**src/rtl/mrhc_pkg.sv**
```systemverilog
// ----------------------------------------------------------------------------
// mrhc_pkg
// Shared types, constants and the power divisor table for the mains ripple
// heater correction block.
// ----------------------------------------------------------------------------
package mrhc_pkg;

  localparam int SampleBitsDef = 10;
  localparam int SampleW       = 10;
  localparam int AmpW          = 10;
  localparam int PwrW          = 7;
  localparam int NoSensorLimit = 50;
  localparam int NoSensorAmp   = 230;
  localparam int FullPower     = 100;
  localparam int AmpMax        = 1023;
  localparam int RatioDivisor  = 23;
  // ceil(2^15 * 2560 / 23), exact floor(amp * 2560 / 23) for amp up to 1023
  localparam int RatioRecip    = 3647221;
  localparam int RatioShift    = 15;
  localparam int ProdW         = 32;
  localparam int FullQ8        = 25600;
  localparam int DivW          = 22;
  localparam int DivSteps      = 22;
  localparam int CntW          = $clog2(DivSteps);
  localparam int RemW          = 7;

  typedef struct packed {
    logic [SampleW-1:0] sample;
    logic               last;
  } in_item_t;

  typedef struct packed {
    logic [AmpW-1:0] amplitude;
    logic [PwrW-1:0] corrected_power;
  } out_item_t;

  typedef enum logic [2:0] {
    ST_IDLE,
    ST_AMP,
    ST_RATIO,
    ST_DELTA_LOAD,
    ST_DELTA,
    ST_FINISH
  } ctl_state_e;

  typedef struct packed {
    logic sample_en;
    logic amp_load;
    logic ratio_load;
    logic div_step;
    logic delta_load;
    logic out_load;
  } dp_cmd_t;

  typedef struct packed {
    logic step_last;
  } dp_sts_t;

  // floor(100 / power) for 1..99, one elsewhere
  function automatic logic [RemW-1:0] power_divisor(input logic [PwrW-1:0] pwr);
    logic [RemW-1:0] res;
    if (pwr == '0 || pwr >= PwrW'(FullPower)) res = 7'd1;
    else if (pwr >= 7'd51) res = 7'd1;
    else if (pwr >= 7'd34) res = 7'd2;
    else if (pwr >= 7'd26) res = 7'd3;
    else if (pwr >= 7'd21) res = 7'd4;
    else if (pwr >= 7'd17) res = 7'd5;
    else if (pwr >= 7'd15) res = 7'd6;
    else if (pwr >= 7'd13) res = 7'd7;
    else if (pwr == 7'd12) res = 7'd8;
    else if (pwr == 7'd11) res = 7'd9;
    else if (pwr == 7'd10) res = 7'd10;
    else if (pwr == 7'd9)  res = 7'd11;
    else if (pwr == 7'd8)  res = 7'd12;
    else if (pwr == 7'd7)  res = 7'd14;
    else if (pwr == 7'd6)  res = 7'd16;
    else if (pwr == 7'd5)  res = 7'd20;
    else if (pwr == 7'd4)  res = 7'd25;
    else if (pwr == 7'd3)  res = 7'd33;
    else if (pwr == 7'd2)  res = 7'd50;
    else                   res = 7'd100;
    return res;
  endfunction

endpackage

```
**src/rtl/mains_ripple_heater_correction_top.sv**
```systemverilog
// ----------------------------------------------------------------------------
// mains_ripple_heater_correction_top
// Tracks the mains-sense window min and max and gives the peak-to-peak
// amplitude with the heater power corrected for it at each window end.
// ----------------------------------------------------------------------------
// An item without the last flag is taken whenever the block is idle, and items may
// follow back to back. An item with the last flag holds the input while the block forms
// the amplitude, scales it by 1/2.3 with a constant reciprocal multiply, forms the
// signed delta, runs 22 steps of a restoring divider for the division by
// floor(100/power) and loads the output register; the last of these waits as long
// as an earlier result still sits unaccepted in the output register. The result
// then waits in the output register while new items are taken.
module mains_ripple_heater_correction_top #(
  parameter int SampleBits = mrhc_pkg::SampleBitsDef
) (
  input  logic                      clk_i,
  input  logic                      rst_ni,
  input  logic                      in_valid_i,
  output logic                      in_ready_o,
  input  mrhc_pkg::in_item_t        in_item_i,
  output logic                      out_valid_o,
  input  logic                      out_ready_i,
  output mrhc_pkg::out_item_t       out_item_o,
  input  logic                      cfg_we_i,
  input  logic [mrhc_pkg::PwrW-1:0] cfg_wdata_i
);

  mrhc_pkg::dp_cmd_t cmd;
  mrhc_pkg::dp_sts_t sts;

  mrhc_ctrl u_ctrl (
    .clk_i       (clk_i),
    .rst_ni      (rst_ni),
    .in_valid_i  (in_valid_i),
    .in_last_i   (in_item_i.last),
    .in_ready_o  (in_ready_o),
    .out_valid_o (out_valid_o),
    .out_ready_i (out_ready_i),
    .cmd_o       (cmd),
    .sts_i       (sts)
  );

  mrhc_dp #(
    .SampleBits (SampleBits)
  ) u_dp (
    .clk_i       (clk_i),
    .rst_ni      (rst_ni),
    .cmd_i       (cmd),
    .sts_o       (sts),
    .in_item_i   (in_item_i),
    .cfg_we_i    (cfg_we_i),
    .cfg_wdata_i (cfg_wdata_i),
    .out_item_o  (out_item_o)
  );

endmodule

```
**src/rtl/mrhc_ctrl.sv**
```systemverilog
// ----------------------------------------------------------------------------
// mrhc_ctrl
// Sequencer: takes items, runs the correction steps at each window end and
// hands the result to the output register.
// ----------------------------------------------------------------------------
module mrhc_ctrl (
  input  logic              clk_i,
  input  logic              rst_ni,
  input  logic              in_valid_i,
  input  logic              in_last_i,
  output logic              in_ready_o,
  output logic              out_valid_o,
  input  logic              out_ready_i,
  output mrhc_pkg::dp_cmd_t cmd_o,
  input  mrhc_pkg::dp_sts_t sts_i
);

  mrhc_pkg::ctl_state_e state_q, state_d;
  logic out_valid_q, out_valid_d;
  logic accept;
  logic slot_free;

  assign accept    = in_valid_i && in_ready_o;
  assign slot_free = !out_valid_q || out_ready_i;

  always_comb begin
    state_d = state_q;
    case (state_q)
      mrhc_pkg::ST_IDLE: begin
        if (accept && in_last_i) state_d = mrhc_pkg::ST_AMP;
      end
      mrhc_pkg::ST_AMP: begin
        state_d = mrhc_pkg::ST_RATIO;
      end
      mrhc_pkg::ST_RATIO: begin
        state_d = mrhc_pkg::ST_DELTA_LOAD;
      end
      mrhc_pkg::ST_DELTA_LOAD: begin
        state_d = mrhc_pkg::ST_DELTA;
      end
      mrhc_pkg::ST_DELTA: begin
        if (sts_i.step_last) state_d = mrhc_pkg::ST_FINISH;
      end
      mrhc_pkg::ST_FINISH: begin
        if (slot_free) state_d = mrhc_pkg::ST_IDLE;
      end
      default: begin
        state_d = mrhc_pkg::ST_IDLE;
      end
    endcase
  end

  always_comb begin
    in_ready_o = 1'b0;
    cmd_o      = '0;
    case (state_q)
      mrhc_pkg::ST_IDLE: begin
        in_ready_o      = 1'b1;
        cmd_o.sample_en = in_valid_i;
      end
      mrhc_pkg::ST_AMP: begin
        cmd_o.amp_load = 1'b1;
      end
      mrhc_pkg::ST_RATIO: begin
        cmd_o.ratio_load = 1'b1;
      end
      mrhc_pkg::ST_DELTA_LOAD: begin
        cmd_o.delta_load = 1'b1;
      end
      mrhc_pkg::ST_DELTA: begin
        cmd_o.div_step = 1'b1;
      end
      mrhc_pkg::ST_FINISH: begin
        cmd_o.out_load = slot_free;
      end
      default: begin
        in_ready_o = 1'b0;
      end
    endcase
  end

  always_comb begin
    out_valid_d = out_valid_q;
    if (out_ready_i) out_valid_d = 1'b0;
    if (cmd_o.out_load) out_valid_d = 1'b1;
  end

  always_ff @(posedge clk_i or negedge rst_ni) begin
    if (!rst_ni) begin
      state_q     <= mrhc_pkg::ST_IDLE;
      out_valid_q <= 1'b0;
    end else begin
      state_q     <= state_d;
      out_valid_q <= out_valid_d;
    end
  end

  assign out_valid_o = out_valid_q;

  a_no_overwrite: assert property (@(posedge clk_i) disable iff (!rst_ni)
    cmd_o.out_load |-> (!out_valid_q || out_ready_i))
    else $error("result loaded over a pending one");

  a_last_starts: assert property (@(posedge clk_i) disable iff (!rst_ni)
    (accept && in_last_i) |=> (state_q == mrhc_pkg::ST_AMP))
    else $error("window end did not start the correction");

  a_valid_source: assert property (@(posedge clk_i) disable iff (!rst_ni)
    $rose(out_valid_q) |-> $past(cmd_o.out_load))
    else $error("result valid without a load");

endmodule

```
**src/rtl/mrhc_dp.sv**
```systemverilog
// ----------------------------------------------------------------------------
// mrhc_dp
// Datapath: window min and max, amplitude, reciprocal scaling by 1/2.3,
// restoring divider, correction sum and the output register.
// ----------------------------------------------------------------------------
module mrhc_dp #(
  parameter int SampleBits = mrhc_pkg::SampleBitsDef
) (
  input  logic                          clk_i,
  input  logic                          rst_ni,
  input  mrhc_pkg::dp_cmd_t             cmd_i,
  output mrhc_pkg::dp_sts_t             sts_o,
  input  mrhc_pkg::in_item_t            in_item_i,
  input  logic                          cfg_we_i,
  input  logic [mrhc_pkg::PwrW-1:0]     cfg_wdata_i,
  output mrhc_pkg::out_item_t           out_item_o
);

  localparam int AmpW       = mrhc_pkg::AmpW;
  localparam int PwrW       = mrhc_pkg::PwrW;
  localparam int DivW       = mrhc_pkg::DivW;
  localparam int RemW       = mrhc_pkg::RemW;
  localparam int CntW       = mrhc_pkg::CntW;
  localparam int ProdW      = mrhc_pkg::ProdW;
  localparam int RatioShift = mrhc_pkg::RatioShift;
  localparam int WideW      = (SampleBits > AmpW) ? SampleBits : AmpW;

  logic [SampleBits:0]   win_min_q;
  logic [SampleBits-1:0] win_max_q;
  logic [SampleBits-1:0] smp;
  logic [PwrW-1:0]       pwr_q;
  logic [AmpW-1:0]       amp_q;
  logic [DivW-1:0]       n_q, n_d;
  logic [RemW-1:0]       r_q, r_d;
  logic [RemW-1:0]       d_q;
  logic                  neg_q;
  logic [CntW-1:0]       cnt_q;
  mrhc_pkg::out_item_t   out_q;

  logic [SampleBits-1:0] diff;
  logic [WideW-1:0]      diff_w;
  logic [AmpW-1:0]       amp_sat, amp_calc;
  logic [ProdW-1:0]      ratio_prod;
  logic [RemW:0]         trial;
  logic                  ge;
  logic signed [DivW:0]  delta_s, delta_mag;
  logic signed [23:0]    quot_s, sum_s;
  logic [PwrW-1:0]       corr;

  assign smp = SampleBits'(in_item_i.sample);

  assign diff     = win_max_q - win_min_q[SampleBits-1:0];
  assign diff_w   = WideW'(diff);
  assign amp_sat  = (diff_w > WideW'(mrhc_pkg::AmpMax)) ? AmpW'(mrhc_pkg::AmpMax)
                                                        : diff_w[AmpW-1:0];
  assign amp_calc = (amp_sat < AmpW'(mrhc_pkg::NoSensorLimit)) ?
                    AmpW'(mrhc_pkg::NoSensorAmp) : amp_sat;

  // amp / 2.3 in q8
  assign ratio_prod = ProdW'(amp_q) * ProdW'(mrhc_pkg::RatioRecip);

  // one restoring step
  assign trial = {r_q, n_q[DivW-1]};
  assign ge    = trial >= {1'b0, d_q};
  always_comb begin
    if (ge) r_d = RemW'(trial - {1'b0, d_q});
    else    r_d = trial[RemW-1:0];
    n_d = {n_q[DivW-2:0], ge};
  end

  assign delta_s   = $signed((DivW+1)'(mrhc_pkg::FullQ8)) - $signed({1'b0, n_q});
  assign delta_mag = delta_s[DivW] ? -delta_s : delta_s;

  assign quot_s = neg_q ? -$signed({2'b00, n_q}) : $signed({2'b00, n_q});
  assign sum_s  = $signed({9'd0, pwr_q, 8'd0}) + quot_s;

  always_comb begin
    if (pwr_q >= PwrW'(mrhc_pkg::FullPower))    corr = PwrW'(mrhc_pkg::FullPower);
    else if (pwr_q == '0)                       corr = '0;
    else if (sum_s > 24'sd25600)                corr = PwrW'(mrhc_pkg::FullPower);
    else if (sum_s < 24'sd0)                    corr = '0;
    else                                        corr = sum_s[14:8];
  end

  assign sts_o.step_last = (cnt_q == CntW'(mrhc_pkg::DivSteps - 1));

  always_ff @(posedge clk_i or negedge rst_ni) begin
    if (!rst_ni) begin
      win_min_q <= (SampleBits+1)'(1) << SampleBits;
      win_max_q <= '0;
      pwr_q     <= '0;
      cnt_q     <= '0;
    end else begin
      if (cfg_we_i) pwr_q <= cfg_wdata_i;
      if (cmd_i.sample_en) begin
        if ({1'b0, smp} < win_min_q) win_min_q <= {1'b0, smp};
        if (smp > win_max_q) win_max_q <= smp;
      end
      if (cmd_i.amp_load) begin
        win_min_q <= (SampleBits+1)'(1) << SampleBits;
        win_max_q <= '0;
      end
      if (cmd_i.amp_load || cmd_i.delta_load) cnt_q <= '0;
      else if (cmd_i.div_step) cnt_q <= cnt_q + 1'b1;
    end
  end

  always_ff @(posedge clk_i) begin
    if (cmd_i.amp_load) begin
      amp_q <= amp_calc;
    end else if (cmd_i.ratio_load) begin
      n_q   <= DivW'(ratio_prod[ProdW-1:RatioShift]);
    end else if (cmd_i.delta_load) begin
      n_q   <= delta_mag[DivW-1:0];
      neg_q <= delta_s[DivW];
      r_q   <= '0;
      d_q   <= mrhc_pkg::power_divisor(pwr_q);
    end else if (cmd_i.div_step) begin
      n_q <= n_d;
      r_q <= r_d;
    end
    if (cmd_i.out_load) begin
      out_q.amplitude       <= amp_q;
      out_q.corrected_power <= corr;
    end
  end

  assign out_item_o = out_q;

  a_window_order: assert property (@(posedge clk_i) disable iff (!rst_ni)
    cmd_i.sample_en |=> (win_min_q <= {1'b0, win_max_q}))
    else $error("window minimum above maximum");

  a_rem_bound: assert property (@(posedge clk_i) disable iff (!rst_ni)
    cmd_i.div_step |=> (r_q < d_q))
    else $error("divider remainder not below divisor");

  a_power_range: assert property (@(posedge clk_i) disable iff (!rst_ni)
    cmd_i.out_load |=> (out_q.corrected_power <= PwrW'(mrhc_pkg::FullPower)))
    else $error("corrected power out of range");

endmodule
```
**config.mk**
```make
export PLATFORM = sky130hd
export DESIGN_NAME = mains_ripple_heater_correction_top
export DESIGN_NICKNAME = d
export VERILOG_FILES = /design/src/rtl/mrhc_pkg.sv /design/src/rtl/mains_ripple_heater_correction_top.sv /design/src/rtl/mrhc_ctrl.sv /design/src/rtl/mrhc_dp.sv
export SDC_FILE = /design/constraint.sdc
export NUM_CORES = 1
export LEC_CHECK = 0
export BUFFER_PORTS_ARGS = -buffer_cell sky130_fd_sc_hd__buf_2
export CAP_MARGIN = 20
export CORE_UTILIZATION = 45
export CTS_CLUSTER_DIAMETER = 40
export DETAILED_ROUTE_END_ITERATION = 10
export HOLD_SLACK_MARGIN = 0.06
export PLACE_DENSITY = 0.65
export SKIP_LAST_GASP = 1
export SLEW_MARGIN = 0
export SYNTH_ARGS = -nofsm -noshare
export SYNTH_HDL_FRONTEND = slang
export SYNTH_SLANG_ARGS = --single-unit
```
**constraint.sdc**
```tcl
create_clock -name clk_i -period 15.2 [get_ports clk_i]
set_input_delay 1.52 -clock clk_i [delete_from_list [all_inputs] [get_ports clk_i]]
set_output_delay 1.52 -clock clk_i [all_outputs]
set_load 0.005 [all_outputs]
```
Word level (Yosys, flattened, before mapping):

Cells that the tools add are included.

* register bits after elaboration: 101
* input port bits: 23
* word-level logic and storage cells: 142

* multiplexer cells: 49
* $add $sub $neg: 7
* equality and inequality tests: 20
* bitwise operators: 2
* reductions and logical operators: 28
* $mul: 1
* magnitude comparators: 15

Operator list (number)
* 22-bit 2-to-1 mux: 3
* 7-bit 2-to-1 mux: 6
* 10-bit 2-to-1 mux: 4
* 7-bit by 4-bit equality test with 1-bit output (second input constant): 5
* 11-bit 2-to-1 mux: 3
* 10-bit by 22-bit multiplier with 32-bit output (second input constant): 1
* 7-bit by 3-bit equality test with 1-bit output (second input constant): 4
* 5-bit 2-to-1 mux: 5
* 16-bit by 24-bit adder with 24-bit output: 1
* 24-bit by 16-bit > comparator with 1-bit output (second input constant): 1
* 24-bit by 1-bit < comparator with 1-bit output (second input constant): 1
* 24-bit 2-to-1 mux: 1
* 4-bit 2-to-1 mux: 6
* 22-bit negator with 24-bit output: 1
* 15-bit by 22-bit subtractor with 23-bit output (first input constant): 1
* 22-bit negator: 1
* 7-bit by 5-bit greater-or-equal comparator with 1-bit output (second input constant): 3
* 3-bit 2-to-1 mux: 7
* 3-bit one-hot mux with 6 select lines: 1
* 18-bit OR reduction: 1
* 17-bit 2-to-1 mux: 1
* 17-bit OR reduction: 1
* 7-bit by 2-bit equality test with 1-bit output (second input constant): 2
* 7-bit by 4-bit greater-or-equal comparator with 1-bit output (second input constant): 2
* 33 further kinds: 60

Logic depth before layout (Yosys ltp):

* depth after elaboration: 18
* mapped depth: 19
* mapped depth without buffers: 19

Hierarchy:

Synthesis repeated with hierarchy kept, for this count alone.

* cell total of the unflattened synthesis: 1207
* area total of the unflattened synthesis: 11065.6 µm²

By module, submodules not included
* mrhc_dp: cells an instance 1179, instances 1, sequential area each 2748.9 µm², area each 10800.4 µm²
* mrhc_ctrl: cells an instance 28, instances 1, sequential area each 100.1 µm², area each 265.3 µm²

Least setup slack after synthesis:

No wires, ideal clock.

* path kind: register -> register
* from: register u_dp.amp_q[8]
* to: register u_dp.n_q[15], data pin
* cell stages (with the launch flop): 19
* arrival: 5503 ps
* data required time: 14932 ps
* setup slack: 9429 ps
* clock period less this slack: 5771 ps
* setup time: 268 ps
* buffers on the path: 0
* path through: edfxtp_1 > fa_1 > xor2_1 > ha_1 > a21o_1 > fa_1 > fa_1 > inv_1 > fa_1 > inv_1 > ha_1 > a21o_1 > a21o_1 > a2111oi_0 > o31ai_1 > a41o_1 > o41ai_1 > mux2i_1 > o211ai_1

* longest elaborated chain between the ends: 2

Ends and longest elaborated chain
* from (decl): RTL line mrhc_dp.sv:32 `logic [AmpW-1:0] amp_q;`
* from (signal assigned): RTL line mrhc_dp.sv:110 `amp_q <= amp_calc;`
* 10-bit by 22-bit multiplier with 32-bit output: RTL line mrhc_dp.sv:60 `assign ratio_prod = ProdW'(amp_q) * ProdW'(mrhc_pkg::RatioRecip);`
* 17-bit 2-to-1 mux: RTL line mrhc_dp.sv:111 `end else if (cmd_i.ratio_load) begin`
* to (signal assigned): RTL line mrhc_dp.sv:112 `n_q <= DivW'(ratio_prod[ProdW-1:RatioShift]);`
* to (signal assigned): RTL line mrhc_dp.sv:114 `n_q <= delta_mag[DivW-1:0];`
* to (signal assigned): RTL line mrhc_dp.sv:119 `n_q <= n_d;`
* to (decl): RTL line mrhc_dp.sv:33 `logic [DivW-1:0] n_q, n_d;`

Every way passes these cells.
A chain may end at the register's enable or synchronous reset.

Worst setup path in the final report:

Ends and elaborated chain as after synthesis.

==> summary.txt <==
Outcome
  • Run status: finished clean

Clock network
  • Cts hold-fix bufs: 0
  • Clock buffer depth: 2
  • TritonCTS Buffers: 9
  • PostCTS Resize Cnt: 0
  • Worst-path clk slew: 0.08 ns
  • CTS Sinks: a little over 100
  • H-tree depth reported by CTS: 3
  • CTS tree: done
  • Clock latency on the worst-skew pair: about 0.36 ns
  • Post-CTS setup buffers: 0
  • Root buffer cell: clkbuf_16

Worst hold path
  • Min-delay worst type: register to register

Detailed routing
  • Wire per inst: 17.4 um
  • Initial DRC Count: approximately 540
  • DRC errors left: 0
  • Avg Vias per Cell: about 5.7
  • DR vias: between 9k and 10k
  • Post-route antenna net violation count: 0
  • DRT Pass-1 Iters: 5
  • WL final: ~28 mm

Critical path
  • Required @ worst endpoint: approximately 15 ns
  • Family with the most delay on the worst path: adder cells
  • CP Capture Type: register
  • Most frequent CP cell: fa_1
  • CP cell instances: fa_1, xor2_1, ha_1, a21o_1, fa_1, fa_1, inv_1, fa_1, inv_1, ha_1, a21o_1, a21o_1, a2111oi_0, o31ai_1, a41o_1, o41ai_1, mux2i_1, o211ai_1
  • Critical Path Fanout Max: 9
  • Setup crit start kind: register
  • WP data arrival: ~6.4 ns
  • CP bufs+invs: 2
  • Crit Path Category: register to register
  • Slowest cell on the critical path: a2111oi_0
  • Max incr delay on CP: roughly 0.58 ns

Yosys
  • #FFs+latches synth: between 100 and 150
  • Post-synth EDFFs: 64
  • Cell Area, Synth: 0.0113 sq mm
  • Warnings, synthesis: 0
  • Main flop type after synthesis: edfxtp_1
  • Yosys cell types: 77
  • Syn_nets: about 1.5k
  • Ys async rst share: a little over a third
  • Post-synthesis area per instance: approximately 9 sq um
  • Register area share after synthesis: 25.3%
  • Cells after Synth: ~1.3k

GRT
  • Largest net degree at the start of global routing: 38
  • GRT met2 Usage: between 30 and 40%
  • GR Util All Layers: a little under a quarter
  • GRT overflow: 0
  • M1 GR Usage: ~30%
  • GRT Max-Usage Layer: met2
  • First-pass GRT wire length: roughly 46 mm
  • GR Layer Usage met3: 2.99%
  • Vias in the first global route: 8986
  • Initial antenna violation count: 0

Timing
  • Slew @ Worst Pin: between 1 and 1.5 ns
  • Final count of hold timing violations: 0
  • Max-slew headroom: 25.7%
  • Setup Skew: 0.0102 ns
  • RSZ-0062 raised after global routing: no
  • Final Max Slew Viols: 0
  • Fin crit share: a little over two fifths
  • Finish-stage setup viols: 0
  • Setup TNS Final: 0 ns
  • Max Freq: 0.158 GHz
  • Final hold slack: slightly above 0.5 ns
  • Post-layout min period: ~6.3 ns

Floorplanning
  • Die height: between 150 and 200 um
  • Die area: about 0.026 sq mm
  • Site Rows: 57
  • IO Pins: 42
  • Effective utilization at floorplan: 46.1%
  • Chip width: between 150 and 200 um
  • CORE AREA: between 0.02 and 0.025 sq mm

Final layout
  • P&R area growth vs syn: 6.76%
  • Nets: around 1.5k
  • N_diodes: 0
  • Layout cell share with drive strength beyond 1: under 10%

Place
  • DP HPWL: around 22 mm
  • Buffers on Ports: between 40 and 50
  • Placer Congestion: between 0.9 and 1

Flow run
  • Max_cap viols: 0
-- per-stage QoR --
| stage | utilization [%] | cells | area (sq um) | worst slack, ns |
|---|---|---|---|---|
| 2_1_floorplan | - | 1255 | 11300 | 9.43 |
| 3_3_place_gp | 48.0 | 1575 | 11700 | 9.08 |
| 3_5_place_dp | 48.0 | 1575 | 11700 | 8.92 |
| 4_1_cts | 49.3 | 1591 | 12000 | 8.89 |
| 5_1_grt | 49.3 | 1591 | 12000 | 8.49 |
| 6_report | 49.3 | 1591 | 12000 | 8.86 |
-- cell families (layout without fill, tap and decap cells) --
logic type	after synthesis	in the layout	synth area share (%)
AO/OA/AOI/OAI	301	301	17.3
XOR/XNOR	66	66	5.30
adder cells (fa/ha/maj)	196	196	26.3
buffers and inverters	219	231	7.54
flip-flops	101	101	25.3
multiplexers	26	26	2.38
AND/OR/NAND/NOR	346	346	15.9
-- per-layer routing --
layer / vias up / wire length (um)
met5: - / 0
met4: 0 / 721
met3: 39 / 966
met2: 175 / 13100
met1: 4386 / 12900
li1: 4465 / -
-- state kept, by name, indices dropped and copies added (netlist names) --
register and count:
u_dp.win_max_q 10, u_dp.neg_q 1, u_dp.amp_q 10, u_dp.pwr_q 7
u_dp.win_min_q 11, u_dp.cnt_q 5, u_dp.out_item_o 17, u_dp.r_q 7
u_ctrl.out_valid_o 1, u_dp.n_q 22, u_dp.d_q 7, u_ctrl.state_q 3
-- cell usage after synthesis, types with 17 or more instances --
| library cell | number | share of area, % |
|---|---|---|
| nor3_1 | 34 | 1.5 |
| o21ai_0 | 77 | 3.4 |
| inv_1 | 166 | 5.5 |
| nand3_1 | 31 | 1.4 |
| nor4_1 | 18 | 1.0 |
| nand2b_1 | 17 | 0.94 |
| clkbuf_1 | 44 | 1.5 |
| nor2_1 | 85 | 2.8 |
| xnor2_1 | 50 | 3.9 |
| a21oi_1 | 75 | 3.3 |
| fa_1 | 67 | 12 |
| mux2i_1 | 20 | 1.8 |
| a211oi_1 | 17 | 1.1 |
| a21o_1 | 21 | 1.4 |
| dfrtp_1 | 36 | 8.0 |
| nand2_1 | 66 | 2.2 |
| edfxtp_1 | 64 | 17 |
| ha_1 | 129 | 14 |
-- worst paths after layout --
kind / startpoint / end / slack (ns) / cells after the start
setup / recovery: u_dp.amp_q[8] / u_dp.n_q[15] / 8.86 / 18
hold / removal: u_dp.win_min_q[10] / u_dp.win_min_q[10] / 0.52 / 1
setup reg to reg: u_dp.amp_q[8] / u_dp.n_q[15] / 8.86 / 18
hold reg to reg: u_dp.win_min_q[10] / u_dp.win_min_q[10] / 0.52 / 1
max in group asynchronous: rst_ni / u_dp.cnt_q[2] / 13.42 / 1
min in group asynchronous: rst_ni / u_dp.win_min_q[2] / 1.25 / 1
-- area by class of cell --
cell class | instances | area, sq um
tap | 324 | 405
multi-input combinational | 935 | 7570
clock inverter | 7 | 82.6
timing repair buffer | 48 | 258
fill | 2361 | 12400
clock buffer | 9 | 225
sequential | 101 | 2850
inverter | 167 | 627
-- layout by cell type (no fill, tap or decap), drive strengths merged, types with 21 or more instances in the layout --
master	Yosys	final
a21o	21	21
nor3	34	34
nor2	85	85
o21ai	81	81
nand3	31	31
nand2	66	66
inv	166	168
edfxtp	64	64
a21oi	75	75
fa	67	67
buf	8	48
ha	129	129
xnor2	50	50
dfrtp	36	36
Power is left out: the tool's default activity adds up to more than one toggle a clock period on the data nets, which glitch-free logic cannot reach.
